File: src/design/orc_pkg.sv
// ----------------------------------------------------------------------------
// orc_pkg
// Shared constants, types and the arctangent table for the oriented
// rectangle corners unit.
// ----------------------------------------------------------------------------
package orc_pkg;

	// angle and fraction precision of the sine/cosine path
	localparam int ANGLE_BITS    = 16;
	localparam int FRACTION_BITS = 16;

	localparam int CoordW    = 32;
	localparam int HeadingW  = 16;
	localparam int LenW      = 24;
	localparam int CfgIndexW = 8;
	localparam int CfgDataW  = 32;

	// cordic datapath widths
	localparam int TrigW = FRACTION_BITS + 3;
	localparam int ZW    = 33;

	localparam int StepsPerStage = 2;
	localparam int CordicStages  = (FRACTION_BITS + StepsPerStage - 1) / StepsPerStage;
	localparam int SincosLatency = CordicStages + 1;
	localparam int CornerLatency = 2;
	localparam int TotalLatency  = 1 + SincosLatency + CornerLatency;

	// cordic gain in Q30, rounded half up to Q(FRACTION_BITS)
	localparam longint GainQ30 = 64'sd652032874;
	localparam longint CordicK =
		(GainQ30 + (64'sd1 <<< (29 - FRACTION_BITS))) >>> (30 - FRACTION_BITS);

	localparam logic [31:0] AngleMask = ~((32'd1 << (32 - ANGLE_BITS)) - 32'd1);

	// register indexes
	localparam logic [CfgIndexW-1:0] RegBodyLength = CfgIndexW'(0);
	localparam logic [CfgIndexW-1:0] RegBodyWidth  = CfgIndexW'(1);

	typedef logic signed [TrigW-1:0]  trig_t;
	typedef logic signed [ZW-1:0]     angle_t;
	typedef logic signed [CoordW-1:0] coord_t;

	typedef struct packed {
		coord_t fl_x;
		coord_t fl_y;
		coord_t fr_x;
		coord_t fr_y;
		coord_t rr_x;
		coord_t rr_y;
		coord_t rl_x;
		coord_t rl_y;
	} corners_t;

	// arctangent of 2^-idx in 2^-32 turn units
	function automatic angle_t atan_turn(input int idx);
		case (idx)
			0:       return 33'sd536870912;
			1:       return 33'sd316933406;
			2:       return 33'sd167458907;
			3:       return 33'sd85004756;
			4:       return 33'sd42667331;
			5:       return 33'sd21354465;
			6:       return 33'sd10679838;
			7:       return 33'sd5340245;
			8:       return 33'sd2670163;
			9:       return 33'sd1335087;
			10:      return 33'sd667544;
			11:      return 33'sd333772;
			12:      return 33'sd166886;
			13:      return 33'sd83443;
			14:      return 33'sd41722;
			15:      return 33'sd20861;
			16:      return 33'sd10430;
			17:      return 33'sd5215;
			18:      return 33'sd2608;
			19:      return 33'sd1304;
			20:      return 33'sd652;
			21:      return 33'sd326;
			22:      return 33'sd163;
			23:      return 33'sd81;
			default: return '0;
		endcase
	endfunction

endpackage

File: src/design/orc_sincos.sv
// ----------------------------------------------------------------------------
// orc_sincos
// Pipelined cordic: quadrant fold, two rotations per stage, sign fix-up.
// ----------------------------------------------------------------------------
module orc_sincos import orc_pkg::*; (
	input  logic                       clk,
	input  logic signed [HeadingW-1:0] heading,
	output trig_t                      cos_val,
	output trig_t                      sin_val
);

	logic [31:0] turn;
	logic        flip_in;
	angle_t      z_in;

	trig_t  x_src [CordicStages];
	trig_t  y_src [CordicStages];
	angle_t z_src [CordicStages];
	logic   f_src [CordicStages];

	trig_t  x_nxt [CordicStages];
	trig_t  y_nxt [CordicStages];
	angle_t z_nxt [CordicStages];

	trig_t  x_s [CordicStages];
	trig_t  y_s [CordicStages];
	angle_t z_s [CordicStages];
	logic   f_s [CordicStages];

	trig_t cos_q;
	trig_t sin_q;

	// fold second and third quadrants by half a turn
	assign turn    = {heading, 16'b0} & AngleMask;
	assign flip_in = turn[31] ^ turn[30];
	assign z_in    = {turn[31] ^ flip_in, turn[31] ^ flip_in, turn[30:0]};

	always_comb begin
		x_src[0] = TrigW'(CordicK);
		y_src[0] = '0;
		z_src[0] = z_in;
		f_src[0] = flip_in;
		for (int k = 1; k < CordicStages; k++) begin
			x_src[k] = x_s[k-1];
			y_src[k] = y_s[k-1];
			z_src[k] = z_s[k-1];
			f_src[k] = f_s[k-1];
		end
	end

	always_comb begin
		trig_t  xv;
		trig_t  yv;
		trig_t  dx;
		trig_t  dy;
		angle_t zv;
		int     i;
		for (int k = 0; k < CordicStages; k++) begin
			xv = x_src[k];
			yv = y_src[k];
			zv = z_src[k];
			for (int j = 0; j < StepsPerStage; j++) begin
				i = k * StepsPerStage + j;
				if (i < FRACTION_BITS) begin
					dx = yv >>> i;
					dy = xv >>> i;
					if (!zv[ZW-1]) begin
						xv = xv - dx;
						yv = yv + dy;
						zv = zv - atan_turn(i);
					end else begin
						xv = xv + dx;
						yv = yv - dy;
						zv = zv + atan_turn(i);
					end
				end
			end
			x_nxt[k] = xv;
			y_nxt[k] = yv;
			z_nxt[k] = zv;
		end
	end

	always_ff @(posedge clk) begin
		for (int k = 0; k < CordicStages; k++) begin
			x_s[k] <= x_nxt[k];
			y_s[k] <= y_nxt[k];
			z_s[k] <= z_nxt[k];
			f_s[k] <= f_src[k];
		end
		cos_q <= f_s[CordicStages-1] ? -x_s[CordicStages-1] : x_s[CordicStages-1];
		sin_q <= f_s[CordicStages-1] ? -y_s[CordicStages-1] : y_s[CordicStages-1];
	end

	assign cos_val = cos_q;
	assign sin_val = sin_q;

endmodule

File: config.mk
export PLATFORM = sky130hd
export DESIGN_NAME = orc_sincos
export DESIGN_NICKNAME = d
export VERILOG_FILES = /design/src/design/orc_pkg.sv /design/src/design/orc_sincos.sv
export SDC_FILE = /design/constraint.sdc
export NUM_CORES = 2
export LEC_CHECK = 0
export BUFFER_PORTS_ARGS = -buffer_cell sky130_fd_sc_hd__buf_2
export CORE_MARGIN = 1.5
export CORE_UTILIZATION = 50
export CTS_BUF_LIST = sky130_fd_sc_hd__clkbuf_4
export DETAILED_ROUTE_END_ITERATION = 10
export PLACE_DENSITY = 0.66
export SKIP_LAST_GASP = 1
export SLEW_MARGIN = 30
export SYNTH_ARGS = -nofsm -noshare
export SYNTH_HDL_FRONTEND = slang
export SYNTH_SLANG_ARGS = --single-unit
export TNS_END_PERCENT = 30
File: constraint.sdc
create_clock -name clk -period 18.85 [get_ports clk]
set_input_delay 0 -clock clk [delete_from_list [all_inputs] [get_ports clk]]
set_output_delay 0 -clock clk [all_outputs]
set_load 0.005 [all_outputs]
==> impl_metrics.ini <==
[outcome]
status = finished clean

[yosys]
yosys.area_share.xor_xnor = 0.1480
synth-edff-count = 0
ys_async_sr_fraction = 0
synth_compound_area_frac = 0.2412
synth_top_family_by_area = compound AO/OA/AOI/OAI gates
synth_simple_gate_area_frac = 0.1584
synthAdderAreaFrac = 0.2229
synth.distinct_cells = 105
syn-cell-area_um2 = 58270
synthMuxAreaShare = 0.009018
avgSynthCellArea_um2 = 8.058
synth_fp_nets = 8263
synth_seq_cells = 534
synthCells = 7232
synth_seq_area_share = 0.1835
synth_flop_cell = dfxtp_1
yosysWarningCount = 0

[timing]
fin_ws_ns = 11.08
rsz0062_at_grt = no
hold_violations = 0
setup_viol = 0
finalMaxSlewViolations = 0
tns_ns = 0
worstMarginPinSlew_ns = 0.9373
finClkSkew_ns = 0.08791
fin_hold_ws_ns = 0.3223
final.min_clock_period_ns = 7.767
timing.fmax_ghz = 0.1287
relSlewSlack = 0.3706
min_period_over_period = 0.4120

[worst_hold_path]
worstHoldPathCells = 0
min_to = f_s[1][2]
worstHoldStart = f_s[1][1]
hp-class = register to register

[floorplanning]
start_util = 0.5028
fp.dieArea_um2 = 118600
ios = 55
core_um2 = 115900
die_w_um = 344.4
fp.dieH_um = 344.4
num_rows = 125

[clocking]
numCtsBuffers = 152
cts.sink_count = 534
root_buffer = clkbuf_4
insertion_delay_ns = 1.12
clock_path_buffers = 3
htreeDepth = 4
cts_tree = built
clk_pin_slew_ns = 0.06

[worst_setup_path]
cp_slowest_stage_delay_ns = 0.55
crit_path_start_kind = register
regToRegSetupSlack_ns = 11.08
cp_num_cells = 25
worst-path-buf-inv = 4
worstRegToRegCells = 25
crit_path_max_fanout = 40
crit_arrival_ns = 8.72
path_class = register to register
end_kind = register
required_ns = 19.81
rr_startpoint = z_s[4][32]
crit_family = compound AO/OA/AOI/OAI gates
crit_path_top_delay_cell = ha_1
r2r-end = z_s[5][32]

[place]
dpl.hpwl_mm = 113.2
io_buffers = 54
post_dp_cell_area_um2 = 60270
post-place-ws_ns = 11.05
gp_congestion = 0.8957

[drt]
ant_nets = 0
detail_route.wl_per_cell_um = 15.42
drc_errors = 0
viasPerCell = 5.634
routed_wl_mm = 139.6
route.vias.total = 51019
drt_iter0_drc = 2925
drtPass1Iterations = 6

[grt]
grt_pass1_vias = 48145
grt_first_pass_wirelength_mm = 230.6
antenna_found_initial = 2
grt.total_usage = 0.2309
grt-ovfl-total = 0
grt_max_degree = 59

[finish]
final_cell_mix = ha_1 (974), xnor2_1 (704), a21oi_1 (691), nor2_1 (617), dfxtp_1 (533)
finalInstanceArea_um2 = 62750
layout_commonest_cell = ha_1
syn_to_final_growth_pct = 7.689
final_nets = 8446
layout-drive-gt1-share = 0.06087

[run]
drv_cap = 0
metal layers:
metal,GRT usage,part of all wire,up-vias
li1,-,-,26502
met1,0.3019,0.48,23386
met2,0.3927,0.46,909
met3,0.03004,0.040,222
met4,0.07091,0.022,0
met5,0,0,-
worst reg2reg max path: cells and delay by family, from the launching register on:
family / cells / cell delay (ns)
and+or+nand+nor: 2 / 0.30
adders and majority gates: 2 / 1.05
AOI/OAI and AO/OA: 17 / 4.30
DFF: 1 / 0.30
buffers and inverters: 4 / 1.74
stage by stage:
stage | cells | util
after global placement | 8738 | 0.5200
after floorplan | 7232 | -
after global routing | 9053 | 0.5414
after detailed placement | 8738 | 0.5200
final | 9055 | 0.5415
after CTS | 9048 | 0.5412
synthesized netlist by cell type, types with 20 or more instances:
cell type | n | share of area
fa_1 | 40 | 0.014
mux2_2 | 25 | 0.0048
o31ai_1 | 58 | 0.0075
a21boi_0 | 44 | 0.0057
mux2i_1 | 23 | 0.0040
nor2b_1 | 115 | 0.012
or4_1 | 20 | 0.0026
or3_1 | 44 | 0.0047
nand3_1 | 136 | 0.012
o21bai_1 | 91 | 0.012
xnor2_1 | 705 | 0.11
clkbuf_1 | 77 | 0.0050
xor2_1 | 271 | 0.041
inv_1 | 476 | 0.031
o31a_1 | 22 | 0.0033
o41ai_1 | 27 | 0.0041
nor4_1 | 32 | 0.0034
ha_1 | 974 | 0.21
and2_1 | 39 | 0.0042
nand2b_1 | 115 | 0.012
o2111ai_1 | 20 | 0.0030
nand4_1 | 39 | 0.0042
nand2_1 | 373 | 0.024
or2_2 | 34 | 0.0037
nor3_1 | 202 | 0.017
o21a_1 | 159 | 0.020
a21o_1 | 262 | 0.034
a211oi_1 | 61 | 0.0079
a21oi_1 | 691 | 0.059
and3_1 | 61 | 0.0065
a211o_1 | 22 | 0.0033
a31o_2 | 21 | 0.0032
o21ai_0 | 394 | 0.034
a31oi_1 | 67 | 0.0072
nor2_1 | 617 | 0.040
o211ai_1 | 46 | 0.0059
dfxtp_1 | 534 | 0.18
area by class of cell:
type / count / area, µm²
Antenna cell: 7 / 17.52
Timing Repair Buffer: 120 / 883.3
Sequential cell: 534 / 10690
Multi-Input combinational cell: 6125 / 45460
Fill cell: 10983 / 53140
Tap cell: 1524 / 1907
Inverter: 482 / 1809
Clock inverter: 63 / 478.0
Clock buffer: 200 / 1501
flip-flops by register name, indices dropped and copies added (netlist names):
signal   count
y_s        138
z_s        211
cos_val     19
f_s          8
sin_val     19
x_s        139
timing repair:
| item | in CTS | in global routing |
|---|---|---|
| endpoints found under the hold margin | 31 | 0 |
| hold buffers | 47 | 0 |
| resized for setup | 0 | 0 |
| buffers inserted | 0 | 0 |
worst max path at each step:
stage,end,from,slack (ns)
after CTS,z_s[2][31],z_s[1][32],11.03
after global routing,z_s[5][32],z_s[4][32],10.48
after detailed placement,z_s[5][32],z_s[4][32],11.05
after floorplan,z_s[2][31],z_s[1][32],12.10
after global placement,y_s[1][75],z_s[6][32],10.77
final,z_s[5][32],z_s[4][32],11.08
kinds of logic (layout without fill, tap and decap cells):
group	after synthesis	count (layout)
buf+inv	573	865
fa+ha+maj	1014	1014
compound gates	2179	2179
mux	49	49
simple gates	1903	1903
xor+xnor	980	980
flops	534	534
other cells	0	7
Power is not shown: default switching activity piles up to over one toggle a cycle in this logic, so the estimate is an artifact.
